$ cat src/rtl/stu_pkg.sv
// ----------------------------------------------------------------------------
// stu_pkg
// Shared types, token kind codes, character constants and classifiers for
// the source tokenizer.
// ----------------------------------------------------------------------------
package stu_pkg;

  localparam int DEF_OFFSET_BITS = 20;
  localparam int DEF_QUEUE_DEPTH = 4;

  localparam int START_W = 20;
  localparam int LEN_W   = 21;
  localparam int VAL_W   = 31;
  localparam int KIND_W  = 5;

  localparam logic [LEN_W-1:0] LEN_MAX = 21'h100000;
  localparam logic [VAL_W-1:0] NUM_MAX = 31'h7FFF_FFFF;

  localparam logic [KIND_W-1:0] KIND_IDENT      = 5'd0;
  localparam logic [KIND_W-1:0] KIND_FUNCTION   = 5'd1;
  localparam logic [KIND_W-1:0] KIND_DEFINE     = 5'd2;
  localparam logic [KIND_W-1:0] KIND_RETURN     = 5'd3;
  localparam logic [KIND_W-1:0] KIND_AS         = 5'd4;
  localparam logic [KIND_W-1:0] KIND_INT        = 5'd5;
  localparam logic [KIND_W-1:0] KIND_CALL       = 5'd6;
  localparam logic [KIND_W-1:0] KIND_NUMBER     = 5'd7;
  localparam logic [KIND_W-1:0] KIND_LBRACE     = 5'd8;
  localparam logic [KIND_W-1:0] KIND_RBRACE     = 5'd9;
  localparam logic [KIND_W-1:0] KIND_LPAREN     = 5'd10;
  localparam logic [KIND_W-1:0] KIND_RPAREN     = 5'd11;
  localparam logic [KIND_W-1:0] KIND_ASSIGN     = 5'd12;
  localparam logic [KIND_W-1:0] KIND_SEMI       = 5'd13;
  localparam logic [KIND_W-1:0] KIND_PLUS       = 5'd14;
  localparam logic [KIND_W-1:0] KIND_MINUS      = 5'd15;
  localparam logic [KIND_W-1:0] KIND_STAR       = 5'd16;
  localparam logic [KIND_W-1:0] KIND_SLASH      = 5'd17;
  localparam logic [KIND_W-1:0] KIND_BAD_NUMBER = 5'd18;
  localparam logic [KIND_W-1:0] KIND_BAD_CHAR   = 5'd19;

  localparam logic [7:0] CH_LBRACE = 8'h7B;
  localparam logic [7:0] CH_RBRACE = 8'h7D;
  localparam logic [7:0] CH_LPAREN = 8'h28;
  localparam logic [7:0] CH_RPAREN = 8'h29;
  localparam logic [7:0] CH_ASSIGN = 8'h3D;
  localparam logic [7:0] CH_SEMI   = 8'h3B;
  localparam logic [7:0] CH_PLUS   = 8'h2B;
  localparam logic [7:0] CH_MINUS  = 8'h2D;
  localparam logic [7:0] CH_STAR   = 8'h2A;
  localparam logic [7:0] CH_SLASH  = 8'h2F;
  localparam logic [7:0] CH_SPACE  = 8'h20;
  localparam logic [7:0] CH_UNDER  = 8'h5F;

  localparam logic [63:0] KW_FUNCTION = 64'h6675_6E63_7469_6F6E;
  localparam logic [63:0] KW_DEFINE   = 64'h0000_6465_6669_6E65;
  localparam logic [63:0] KW_RETURN   = 64'h0000_7265_7475_726E;
  localparam logic [63:0] KW_AS       = 64'h0000_0000_0000_6173;
  localparam logic [63:0] KW_INT      = 64'h0000_0000_0069_6E74;

  typedef enum logic [2:0] {
    MODE_IDLE,
    MODE_WORD,
    MODE_PAREN,
    MODE_NUMBER,
    MODE_HALT
  } scan_mode_t;

  typedef struct packed {
    logic [KIND_W-1:0]  kind;
    logic [START_W-1:0] start;
    logic [LEN_W-1:0]   length;
    logic [VAL_W-1:0]   value;
  } tok_t;

  // up to three tokens caused by one source byte, oldest in slot 0
  typedef struct packed {
    logic [1:0]     cnt;
    tok_t [2:0]     tok;
  } burst_t;

  typedef struct packed {
    logic full;
    logic empty;
  } q_stat_t;

  function automatic logic is_alpha(logic [7:0] c);
    return (c inside {[8'h61:8'h7A]}) || (c inside {[8'h41:8'h5A]}) || (c == CH_UNDER);
  endfunction

  function automatic logic is_digit(logic [7:0] c);
    return c inside {[8'h30:8'h39]};
  endfunction

  function automatic logic is_space(logic [7:0] c);
    return (c == CH_SPACE) || (c inside {[8'h09:8'h0D]});
  endfunction

  function automatic logic [KIND_W:0] punct_kind(logic [7:0] c);
    logic [KIND_W:0] r;
    case (c)
      CH_LBRACE: r = {1'b1, KIND_LBRACE};
      CH_RBRACE: r = {1'b1, KIND_RBRACE};
      CH_LPAREN: r = {1'b1, KIND_LPAREN};
      CH_RPAREN: r = {1'b1, KIND_RPAREN};
      CH_ASSIGN: r = {1'b1, KIND_ASSIGN};
      CH_SEMI:   r = {1'b1, KIND_SEMI};
      CH_PLUS:   r = {1'b1, KIND_PLUS};
      CH_MINUS:  r = {1'b1, KIND_MINUS};
      CH_STAR:   r = {1'b1, KIND_STAR};
      CH_SLASH:  r = {1'b1, KIND_SLASH};
      default:   r = {1'b0, KIND_BAD_CHAR};
    endcase
    return r;
  endfunction

  function automatic logic [KIND_W-1:0] word_kind(logic [63:0] prefix, logic [LEN_W-1:0] run);
    logic [KIND_W-1:0] k;
    k = KIND_IDENT;
    if (run == 21'd8 && prefix == KW_FUNCTION) k = KIND_FUNCTION;
    else if (run == 21'd6 && prefix == KW_DEFINE) k = KIND_DEFINE;
    else if (run == 21'd6 && prefix == KW_RETURN) k = KIND_RETURN;
    else if (run == 21'd2 && prefix == KW_AS) k = KIND_AS;
    else if (run == 21'd3 && prefix == KW_INT) k = KIND_INT;
    return k;
  endfunction

endpackage

$ cat src/rtl/stu_front.sv
// ----------------------------------------------------------------------------
// stu_front
// Scanner: takes one source byte per beat, tracks the open word or number
// and packs the tokens that byte completes into one queue entry.
// ----------------------------------------------------------------------------
module stu_front import stu_pkg::*; #(
  parameter int OFFSET_BITS = DEF_OFFSET_BITS
) (
  input  logic       clk,
  input  logic       rst_n,
  input  logic       in_valid,
  output logic       in_ready,
  input  logic [7:0] in_source_byte,
  input  logic       in_stream_last,
  input  q_stat_t    q_stat,
  output logic       q_wr,
  output burst_t     q_wdata
);

  scan_mode_t             mode_r, mode_nxt;
  logic [OFFSET_BITS-1:0] pos_r, pos_nxt;
  logic [63:0]            prefix_r, prefix_nxt;
  logic [OFFSET_BITS-1:0] start_r, start_nxt;
  logic [LEN_W-1:0]       run_r, run_nxt;
  logic [VAL_W-1:0]       acc_r, acc_nxt;
  logic                   ovf_r, ovf_nxt;

  logic                   accept;
  tok_t [2:0]             toks;
  logic [1:0]             cnt;
  logic                   do_sb;
  logic [LEN_W-1:0]       run_grow;
  logic [34:0]            prod;
  logic [KIND_W-1:0]      wk;
  logic [KIND_W:0]        pk;
  logic [7:0]             c;

  function automatic tok_t mk_tok(logic [KIND_W-1:0] k, logic [OFFSET_BITS-1:0] s,
                                  logic [LEN_W:0] l, logic [VAL_W-1:0] v);
    tok_t t;
    t.kind   = k;
    t.start  = START_W'(s);
    t.length = (l > (LEN_W+1)'(LEN_MAX)) ? LEN_MAX : LEN_W'(l);
    t.value  = v;
    return t;
  endfunction

  assign in_ready = !q_stat.full;
  assign accept   = in_valid && in_ready;
  assign c        = in_source_byte;

  always_ff @(posedge clk) begin
    if (!rst_n) begin
      mode_r <= MODE_IDLE;
      pos_r  <= '0;
    end else if (accept) begin
      mode_r <= mode_nxt;
      pos_r  <= pos_nxt;
    end
  end

  always_ff @(posedge clk) begin
    if (accept) begin
      prefix_r <= prefix_nxt;
      start_r  <= start_nxt;
      run_r    <= run_nxt;
      acc_r    <= acc_nxt;
      ovf_r    <= ovf_nxt;
    end
  end

  always_comb begin
    mode_nxt   = mode_r;
    prefix_nxt = prefix_r;
    start_nxt  = start_r;
    run_nxt    = run_r;
    acc_nxt    = acc_r;
    ovf_nxt    = ovf_r;
    toks       = '0;
    cnt        = 2'd0;
    do_sb      = 1'b0;
    run_grow   = (run_r < LEN_MAX) ? run_r + 21'd1 : run_r;
    // c - '0' is the low nibble for digit bytes
    prod       = (35'(acc_r) << 3) + (35'(acc_r) << 1) + 35'(c[3:0]);
    wk         = word_kind(prefix_r, run_r);
    pk         = punct_kind(c);

    case (mode_r)
      MODE_WORD: begin
        if (is_alpha(c)) begin
          if (run_r < 21'd8) prefix_nxt = {prefix_r[55:0], c};
          run_nxt = run_grow;
        end else if ((wk != KIND_IDENT && wk != KIND_INT) || c != CH_LPAREN) begin
          toks[cnt] = mk_tok(wk, start_r, {1'b0, run_r}, '0);
          cnt = cnt + 2'd1;
          do_sb = 1'b1;
        end else begin
          mode_nxt = MODE_PAREN;
        end
      end
      MODE_PAREN: begin
        if (c == CH_RPAREN) begin
          toks[cnt] = mk_tok(KIND_CALL, start_r, {1'b0, run_r} + 22'd2, '0);
          cnt = cnt + 2'd1;
          mode_nxt = MODE_IDLE;
        end else begin
          toks[cnt] = mk_tok(wk, start_r, {1'b0, run_r}, '0);
          cnt = cnt + 2'd1;
          toks[cnt] = mk_tok(KIND_LPAREN, pos_r - OFFSET_BITS'(1), 22'd1, '0);
          cnt = cnt + 2'd1;
          do_sb = 1'b1;
        end
      end
      MODE_NUMBER: begin
        if (is_digit(c)) begin
          if (!ovf_r) begin
            if (prod > 35'(NUM_MAX)) begin
              ovf_nxt = 1'b1;
              acc_nxt = '0;
            end else begin
              acc_nxt = VAL_W'(prod);
            end
          end
          run_nxt = run_grow;
        end else if (ovf_r) begin
          toks[cnt] = mk_tok(KIND_BAD_NUMBER, start_r, {1'b0, run_r}, '0);
          cnt = cnt + 2'd1;
          mode_nxt = MODE_HALT;
        end else begin
          toks[cnt] = mk_tok(KIND_NUMBER, start_r, {1'b0, run_r}, acc_r);
          cnt = cnt + 2'd1;
          do_sb = 1'b1;
        end
      end
      MODE_HALT: begin
      end
      default: begin
        do_sb = 1'b1;
      end
    endcase

    // start of a fresh token with the current byte
    if (do_sb) begin
      mode_nxt = MODE_IDLE;
      if (is_space(c)) begin
      end else if (is_alpha(c)) begin
        mode_nxt   = MODE_WORD;
        start_nxt  = pos_r;
        run_nxt    = 21'd1;
        prefix_nxt = {56'd0, c};
      end else if (is_digit(c)) begin
        mode_nxt  = MODE_NUMBER;
        start_nxt = pos_r;
        run_nxt   = 21'd1;
        acc_nxt   = VAL_W'(c[3:0]);
        ovf_nxt   = 1'b0;
      end else if (pk[KIND_W]) begin
        toks[cnt] = mk_tok(pk[KIND_W-1:0], pos_r, 22'd1, '0);
        cnt = cnt + 2'd1;
      end else begin
        toks[cnt] = mk_tok(KIND_BAD_CHAR, pos_r, 22'd1, '0);
        cnt = cnt + 2'd1;
        mode_nxt = MODE_HALT;
      end
    end

    pos_nxt = pos_r + OFFSET_BITS'(1);

    // end of stream: flush the open token and return to idle
    if (in_stream_last) begin
      case (mode_nxt)
        MODE_WORD: begin
          toks[cnt] = mk_tok(word_kind(prefix_nxt, run_nxt), start_nxt,
                             {1'b0, run_nxt}, '0);
          cnt = cnt + 2'd1;
        end
        MODE_PAREN: begin
          toks[cnt] = mk_tok(word_kind(prefix_nxt, run_nxt), start_nxt,
                             {1'b0, run_nxt}, '0);
          cnt = cnt + 2'd1;
          toks[cnt] = mk_tok(KIND_LPAREN, pos_r, 22'd1, '0);
          cnt = cnt + 2'd1;
        end
        MODE_NUMBER: begin
          if (ovf_nxt) begin
            toks[cnt] = mk_tok(KIND_BAD_NUMBER, start_nxt, {1'b0, run_nxt}, '0);
          end else begin
            toks[cnt] = mk_tok(KIND_NUMBER, start_nxt, {1'b0, run_nxt}, acc_nxt);
          end
          cnt = cnt + 2'd1;
        end
        default: begin
        end
      endcase
      mode_nxt = MODE_IDLE;
      pos_nxt  = '0;
    end
  end

  assign q_wr          = accept && (cnt != 2'd0);
  assign q_wdata.cnt   = cnt;
  assign q_wdata.tok   = toks;

endmodule

$ cat src/rtl/stu_queue.sv
// ----------------------------------------------------------------------------
// stu_queue
// Short FIFO of token bursts between the scanner and the output stage.
// ----------------------------------------------------------------------------
module stu_queue import stu_pkg::*; #(
  parameter int DEPTH = DEF_QUEUE_DEPTH
) (
  input  logic    clk,
  input  logic    rst_n,
  input  logic    wr_en,
  input  burst_t  wr_data,
  input  logic    rd_en,
  output burst_t  rd_data,
  output q_stat_t stat
);

  localparam int PW = (DEPTH > 1) ? $clog2(DEPTH) : 1;
  localparam int CW = $clog2(DEPTH + 1);

  burst_t         mem_r [DEPTH];
  logic [PW-1:0]  wp_r, wp_nxt;
  logic [PW-1:0]  rp_r, rp_nxt;
  logic [CW-1:0]  cnt_r, cnt_nxt;

  always_comb begin
    wp_nxt  = wp_r;
    rp_nxt  = rp_r;
    cnt_nxt = cnt_r;
    if (wr_en) begin
      wp_nxt = (wp_r == PW'(DEPTH - 1)) ? '0 : wp_r + PW'(1);
    end
    if (rd_en) begin
      rp_nxt = (rp_r == PW'(DEPTH - 1)) ? '0 : rp_r + PW'(1);
    end
    if (wr_en && !rd_en) begin
      cnt_nxt = cnt_r + CW'(1);
    end else if (!wr_en && rd_en) begin
      cnt_nxt = cnt_r - CW'(1);
    end
  end

  always_ff @(posedge clk) begin
    if (!rst_n) begin
      wp_r  <= '0;
      rp_r  <= '0;
      cnt_r <= '0;
    end else begin
      wp_r  <= wp_nxt;
      rp_r  <= rp_nxt;
      cnt_r <= cnt_nxt;
    end
  end

  always_ff @(posedge clk) begin
    if (wr_en) begin
      mem_r[wp_r] <= wr_data;
    end
  end

  assign rd_data    = mem_r[rp_r];
  assign stat.full  = (cnt_r == CW'(DEPTH));
  assign stat.empty = (cnt_r == '0);

endmodule

$ cat src/rtl/stu_back.sv
// ----------------------------------------------------------------------------
// stu_back
// Output stage: walks the head burst one token per beat and marks the last
// token of each burst.
// ----------------------------------------------------------------------------
module stu_back import stu_pkg::*; (
  input  logic                clk,
  input  logic                rst_n,
  input  q_stat_t             q_stat,
  input  burst_t              q_head,
  output logic                q_pop,
  output logic                out_valid,
  input  logic                out_ready,
  output logic [KIND_W-1:0]   out_token_kind,
  output logic [START_W-1:0]  out_token_start,
  output logic [LEN_W-1:0]    out_token_length,
  output logic [VAL_W-1:0]    out_number_value,
  output logic                out_run_last
);

  logic [1:0] sel_r, sel_nxt;
  tok_t       cur;
  logic       is_last;
  logic       beat;

  assign cur     = q_head.tok[sel_r];
  assign is_last = (sel_r == q_head.cnt - 2'd1);
  assign beat    = out_valid && out_ready;
  assign q_pop   = beat && is_last;

  always_comb begin
    sel_nxt = sel_r;
    if (beat) begin
      sel_nxt = is_last ? 2'd0 : sel_r + 2'd1;
    end
  end

  always_ff @(posedge clk) begin
    if (!rst_n) begin
      sel_r <= 2'd0;
    end else begin
      sel_r <= sel_nxt;
    end
  end

  assign out_valid        = !q_stat.empty;
  assign out_token_kind   = cur.kind;
  assign out_token_start  = cur.start;
  assign out_token_length = cur.length;
  assign out_number_value = cur.value;
  assign out_run_last     = is_last;

endmodule

$ cat src/rtl/source_tokenizer_unit.sv
// ----------------------------------------------------------------------------
// source_tokenizer_unit
// Streaming lexical tokenizer: source bytes in, tokens out.
// ----------------------------------------------------------------------------
// One source byte is taken per cycle while the token queue (QUEUE_DEPTH
// bursts) has room; the scanner decodes bytes combinationally. A byte yields
// zero to three tokens, which leave the output port one per cycle while
// out_ready is high, so the output port sets the rate whenever bytes
// produce more than one token on average; otherwise one byte per cycle
// holds. A token is queued as its completing byte is accepted. out_run_last
// marks the last token from one byte. After a bad number or bad character,
// bytes are consumed without output until stream_last, which flushes any
// open token and restarts offsets at zero.
// ----------------------------------------------------------------------------
module source_tokenizer_unit import stu_pkg::*; #(
  parameter int OFFSET_BITS = DEF_OFFSET_BITS,
  parameter int QUEUE_DEPTH = DEF_QUEUE_DEPTH
) (
  input  logic                clk,
  input  logic                rst_n,
  input  logic                in_valid,
  output logic                in_ready,
  input  logic [7:0]          in_source_byte,
  input  logic                in_stream_last,
  output logic                out_valid,
  input  logic                out_ready,
  output logic [KIND_W-1:0]   out_token_kind,
  output logic [START_W-1:0]  out_token_start,
  output logic [LEN_W-1:0]    out_token_length,
  output logic [VAL_W-1:0]    out_number_value,
  output logic                out_run_last
);

  q_stat_t q_stat;
  logic    q_wr;
  logic    q_pop;
  burst_t  q_wdata;
  burst_t  q_head;

  stu_front #(
    .OFFSET_BITS (OFFSET_BITS)
  ) u_front (
    .clk            (clk),
    .rst_n          (rst_n),
    .in_valid       (in_valid),
    .in_ready       (in_ready),
    .in_source_byte (in_source_byte),
    .in_stream_last (in_stream_last),
    .q_stat         (q_stat),
    .q_wr           (q_wr),
    .q_wdata        (q_wdata)
  );

  stu_queue #(
    .DEPTH (QUEUE_DEPTH)
  ) u_queue (
    .clk     (clk),
    .rst_n   (rst_n),
    .wr_en   (q_wr),
    .wr_data (q_wdata),
    .rd_en   (q_pop),
    .rd_data (q_head),
    .stat    (q_stat)
  );

  stu_back u_back (
    .clk              (clk),
    .rst_n            (rst_n),
    .q_stat           (q_stat),
    .q_head           (q_head),
    .q_pop            (q_pop),
    .out_valid        (out_valid),
    .out_ready        (out_ready),
    .out_token_kind   (out_token_kind),
    .out_token_start  (out_token_start),
    .out_token_length (out_token_length),
    .out_number_value (out_number_value),
    .out_run_last     (out_run_last)
  );

  a_kind_range: assert property (@(posedge clk) disable iff (!rst_n)
    out_valid |-> out_token_kind <= KIND_BAD_CHAR)
    else $error("token kind out of range");

  a_value_only_number: assert property (@(posedge clk) disable iff (!rst_n)
    out_valid && out_token_kind != KIND_NUMBER |-> out_number_value == '0)
    else $error("nonzero value on non-number token");

  a_single_byte_len: assert property (@(posedge clk) disable iff (!rst_n)
    out_valid && ((out_token_kind >= KIND_LBRACE && out_token_kind <= KIND_SLASH) ||
                  out_token_kind == KIND_BAD_CHAR) |-> out_token_length == 21'd1)
    else $error("punctuation token length not one");

  a_len_bound: assert property (@(posedge clk) disable iff (!rst_n)
    out_valid |-> out_token_length != '0 && out_token_length <= LEN_MAX)
    else $error("token length out of range");

  a_no_write_full: assert property (@(posedge clk) disable iff (!rst_n)
    q_stat.full |-> !q_wr)
    else $error("queue written while full");

endmodule
$ cat config.mk
export PLATFORM = sky130hd
export DESIGN_NAME = source_tokenizer_unit
export DESIGN_NICKNAME = d
export VERILOG_FILES = /design/src/rtl/stu_pkg.sv /design/src/rtl/stu_front.sv /design/src/rtl/stu_queue.sv /design/src/rtl/stu_back.sv /design/src/rtl/source_tokenizer_unit.sv
export SDC_FILE = /design/constraint.sdc
export NUM_CORES = 2
export LEC_CHECK = 0
export BUFFER_PORTS_ARGS = -buffer_cell sky130_fd_sc_hd__buf_2
export CORE_ASPECT_RATIO = 0.5
export CORE_MARGIN = 4
export CORE_UTILIZATION = 40
export CTS_BUF_LIST = sky130_fd_sc_hd__clkbuf_16
export DETAILED_ROUTE_END_ITERATION = 12
export HOLD_SLACK_MARGIN = 0.15
export PLACE_DENSITY = 0.64
export REMOVE_ABC_BUFFERS = 1
export SLEW_MARGIN = 20
export SYNTH_ARGS = -nofsm -noshare
export SYNTH_HDL_FRONTEND = slang
export SYNTH_HIERARCHICAL = 1
export SYNTH_SLANG_ARGS = --single-unit
export TNS_END_PERCENT = 100
$ cat constraint.sdc
create_clock -name clk -period 27.7 [get_ports clk]
set_clock_uncertainty 0.15 [all_clocks]
set_input_delay 5.54 -clock clk [delete_from_list [all_inputs] [get_ports clk]]
set_output_delay 5.54 -clock clk [all_outputs]
set_load 0.05 [all_outputs]
# == Word-level counts from Yosys, hierarchy flattened ==
# Memories as Yosys holds them, arrays and structs flattened. A register that Yosys moved wholly into a read port is not among the register bits.
# Index checks and enable logic that the tools add are counted.
# word_totals
ff_bits,169
ramBits,932
in_bits,13
output_inout_bits,80
word_cells,250
n_memories,1
# memory_table
memory,depth,width,rd,rd_clocked_by_memory_dff,write_ports,line,source
u_queue.mem_r,4,233,1,1,1,stu_queue.sv:20,burst_t mem_r [DEPTH];
# op_classes
addsub,15
n_lt_le_gt_ge,21
eq_ne,43
n_mux,122
n_reduce_logical,37
# ops
operator,n
$bwmux W231,7
$mux W231,7
$mux W77,9
$pmux W231 S3,1
$demux W77 S2,3
$mux W64,6
$eq A64 B47 Y1 const B,4
$mux W31,8
$pmux W77 S3,1
$mux W21,10
$bmux W77 S2,1
$mux W76,2
$eq A64 B15 Y1 const B,2
$eq A64 B23 Y1 const B,2
$eq A64 B63 Y1 const B,2
$mux W20,5
$eq A21 B2 Y1 const B,4
$eq A8 B6 Y1 const B,9
$mux W5,12
$pmux W6 S10,1
$mux W3,15
$eq A21 B3 Y1 const B,2
$eq A21 B4 Y1 const B,2
$gt A21 B21 Y1 const B,2
44 further kinds,121

# == Logic depth before layout (Yosys ltp) ==
# logic_depth
depth_word,28
ltp_mapped,24
depth_no_buf,21

# == Modules after synthesis ==
# The synthesis kept the hierarchy.
# by_module_without_submodules
module,instances,cells_each,area_per_inst_um2
stu_queue,1,1261,34068.9
stu_front,1,2238,16646.0
stu_back,1,275,1750.4

# == Worst setup path after synthesis ==
# No wires, ideal clock.
# synth_path
path_type,input port to flip-flop
startpoint,input port in_source_byte[2]
endpoint,"memory u_queue/mem_r[0][0] (netlist name), enable pin"
arrival_ns,14.389
setup_slack_ns,12.539
path_stages,16
path_buffers,2
cell_sequence,buf_4 -> or4_1 -> o21bai_1 -> nor2_1 -> nor2_1 -> a21boi_0 -> nor3_1 -> ha_1 -> mux2_2 -> inv_1 -> ha_1 -> clkbuf_1 -> o21ai_0 -> a31oi_1 -> o21a_1 -> and2_1
# synth_lines
element,line,source
from (decl),source_tokenizer_unit.sv:23,"input logic [7:0] in_source_byte,"
to (decl),stu_queue.sv:20,

==> results.cfg <==
[outcome]
status = complete, no violations

[sta]
hold_violations = 0
min_period_over_period_pct = 46.8
period_needed_ns = 12.97
fin_tns_setup_ns = 0
worst_slew_pin_slew_ns = 1.15
finalSetupViolCount = 0
relSlewSlack_pct = 23.5
rsz0062_at_grt = false
hold_ws_ns = 0.385
fmax_mhz = 77.1
finalMaxSlewViolations = 0

[synth]
post-synth-top-count-cell = edfxtp_1
synth_top_cell_area_share_pct = 61.2
yosysTopAreaCell = edfxtp_1
async_flop_share_pct = 0
synth-edff-count = 1069
yosysSeqAreaShare_pct = 62.5
syn_area_per_cell_um2 = 13.9
synth_cells = 3774
synth.distinct_cells = 106
synthFlopType = edfxtp_1
synth_warnings = 6
synthTopCellsByCount = 1069 x edfxtp_1, 421 x nand2_1, 277 x nor2_1
ys_top_cells_by_area = edfxtp_1 61%, mux4_2 10%, nand2_1 3.0%, o21ai_0 2.0%, nor2_1 2.0%
yosys_register_bits = 1103
netlist_area_um2 = 52500

[final_layout]
post-route-cell-area_um2 = 57600
syn_to_final_growth_pct = 9.84
diodes = 0
drive_gt1_share_pct = 15.3
nets = 3882

[drt]
wl_um = 137000
dr.pass1.iters = 6
drc = 0
wl_per_cell_um = 24.3
via_per_inst = 5.88
drt_iter0_drc = 3238
num_vias = 33100
drtAntennaViolNets = 0

[place]
numPortBuffers = 92
place_area_um2 = 54400
gp_congestion = 0.938
place.detailed.hpwl_um = 86500

[global_routing]
gr-total-overflow = 0
grt_usage_pct = 19.5
antenna_found_initial = 2
grt_pass1_vias = 32700
grt_pass1_wl_um = 207000
grt_max_degree = 141

[worst_setup_path]
cpMaxStageDelayCell = buf_4
crit_top_cell = buf_4
critPathMaxFanout = 49
rr_worst_depth = 17
end_kind = register
path_cells = buf_2 > or4_1 > o21bai_1 > nor2_1 > nor2_1 > a21boi_0 > nor3_1 > ha_1 > mux2_2 > inv_1 > ha_1 > o21ai_0 > a31oi_1 > o21a_1 > and2_4 > buf_4 > buf_4 > buf_4
r2r_end = u_queue/mem_r[2][170]
startpoint_type = input port
critPathRequiredTime_ns = 27.88
arrival_ns = 13.15
reg2reg_from = u_front/prefix_r[31]
r2r_setup_slack_ns = 18.75
slowest_delay_ns = 0.73
critical_path_class = in -> reg

[floorplanning]
die_w_um = 520
core_um2 = 130000
initial_core_util_pct = 40.5
fp.dieH_um = 264
rows = 93
io_pins = 93
die_area_um2 = 137000

[clocking]
hold_buffers = 0
cts.clk_slew.worst_paths_ns = 0.07
cts_resized = 0
cts_made_buffers = 100
htreeDepth = 3
cts_max_path_buffers = 3
cts_num_sinks = 1103
cts_tree = built
cts_root_buf = clkbuf_16
postCtsSetupRepairBufs = 0
clkLatencyLatePin_ns = 0.73

[worst_hold_path]
hold_path_class = reg -> reg
hold_depth = 2
hp-start = u_queue/rp_r[1]

[pwr]
power_leakage_nw = 18.9
vdd_drop_max_uv = 58.9
power.density_nw_per_um2 = 87.3

[flow_run]
drv_cap = 0
placed cells by master, fill, tap and decap left out, types with 28 or more instances in the layout:
| master | synthesis | routed |
|---|---|---|
| nand3_1 | 99 | 99 |
| buf_4 | 13 | 46 |
| nor4_1 | 41 | 41 |
| xnor2_1 | 40 | 40 |
| edfxtp_1 | 1069 | 1069 |
| nand4_1 | 50 | 50 |
| mux4_2 | 233 | 233 |
| mux2i_1 | 93 | 93 |
| ha_1 | 82 | 82 |
| xor2_1 | 36 | 36 |
| a22oi_1 | 55 | 55 |
| a22o_1 | 41 | 41 |
| nor2_1 | 277 | 273 |
| o21ai_0 | 211 | 211 |
| dfxtp_1 | 34 | 30 |
| o211ai_1 | 39 | 39 |
| nand2_1 | 421 | 421 |
| inv_1 | 95 | 116 |
| nor3_1 | 65 | 65 |
| buf_2 | 75 | 92 |
| nand2b_1 | 28 | 28 |
| a21oi_1 | 106 | 106 |
| clkbuf_16 | 0 | 100 |
report_power, final:
part / total, mW / internal (mW) / switching, mW
registers: 2.21 / 2.06 / 0.146
clock network: 1.37 / 0.747 / 0.623
logic: 1.45 / 0.479 / 0.972
flip-flops by register name (all words and copies together) (netlist names), 3 cells and up, named ones only:
name and cells:
u_queue/mem_r 932, u_front/prefix_r 64, u_front/acc_r 31, u_front/run_r 21
u_front/pos_r 20, u_front/start_r 20, u_front/mode_r 3, u_queue/cnt_r 3
metal layers:
layer	up-vias	part of all wire, %	global-route usage, %
met5	-	0	0
met1	16900	44	27.5
met3	205	5.8	2.91
li1	14800	-	-
met4	0	2.4	5.11
met2	1154	48	31.6
metrics by stage:
step	cells	utilization [%]	power (mW)	worst slack (ns)
2_1_floorplan	3540	-	3.34	10.44
3_3_place_gp	5439	42.0	3.68	14.18
3_5_place_dp	5439	42.0	3.70	14.00
4_1_cts	5624	44.5	5.07	14.78
5_1_grt	5624	44.5	5.26	14.28
6_report	5624	44.5	5.03	14.73
worst max path at each step:
| stage | slack [ns] | depth (start not counted) | startpoint | endpoint |
|---|---|---|---|---|
| 3_3_place_gp | 14.18 | 18 | in_source_byte[2] | u_queue/mem_r[2][172] |
| 3_5_place_dp | 14.00 | 18 | in_source_byte[2] | u_queue/mem_r[2][172] |
| 6_report | 14.73 | 18 | in_source_byte[2] | u_queue/mem_r[2][170] |
| 4_1_cts | 14.78 | 18 | in_source_byte[2] | u_queue/mem_r[2][172] |
| 5_1_grt | 14.28 | 18 | in_source_byte[2] | u_queue/mem_r[2][170] |
| 2_1_floorplan | 10.44 | 3 | register | out_number_value[0] |
critical path: cells and delay by family:
family,cells,cell delay (ns)
AOI/OAI and AO/OA,5,1.70
buffers and inverters,5,2.47
and+or+nand+nor,5,2.14
adders and majority gates,2,0.73
muxes,1,0.31
cell type report:
class                   count  area (um2)
fillers                 11500       71900
flip-flops and latches   1103       32800
multi-input cells        2339       18200
clock buffers             100        2500
well taps                1757        2200
repair buffers            142         886
clock inverters            85         718
inverters                  98         373
cell families after synthesis:
family	after synthesis	synth area share [%]
AND/OR/NAND/NOR	1164	10.6
flip-flops	1103	62.5
AO/OA/AOI/OAI	682	8.64
buffers and inverters	332	3.04
multiplexers	331	11.9
adder cells (fa/ha/maj)	85	2.07
XOR/XNOR	77	1.30
Power figures use the tool's default switching activity.
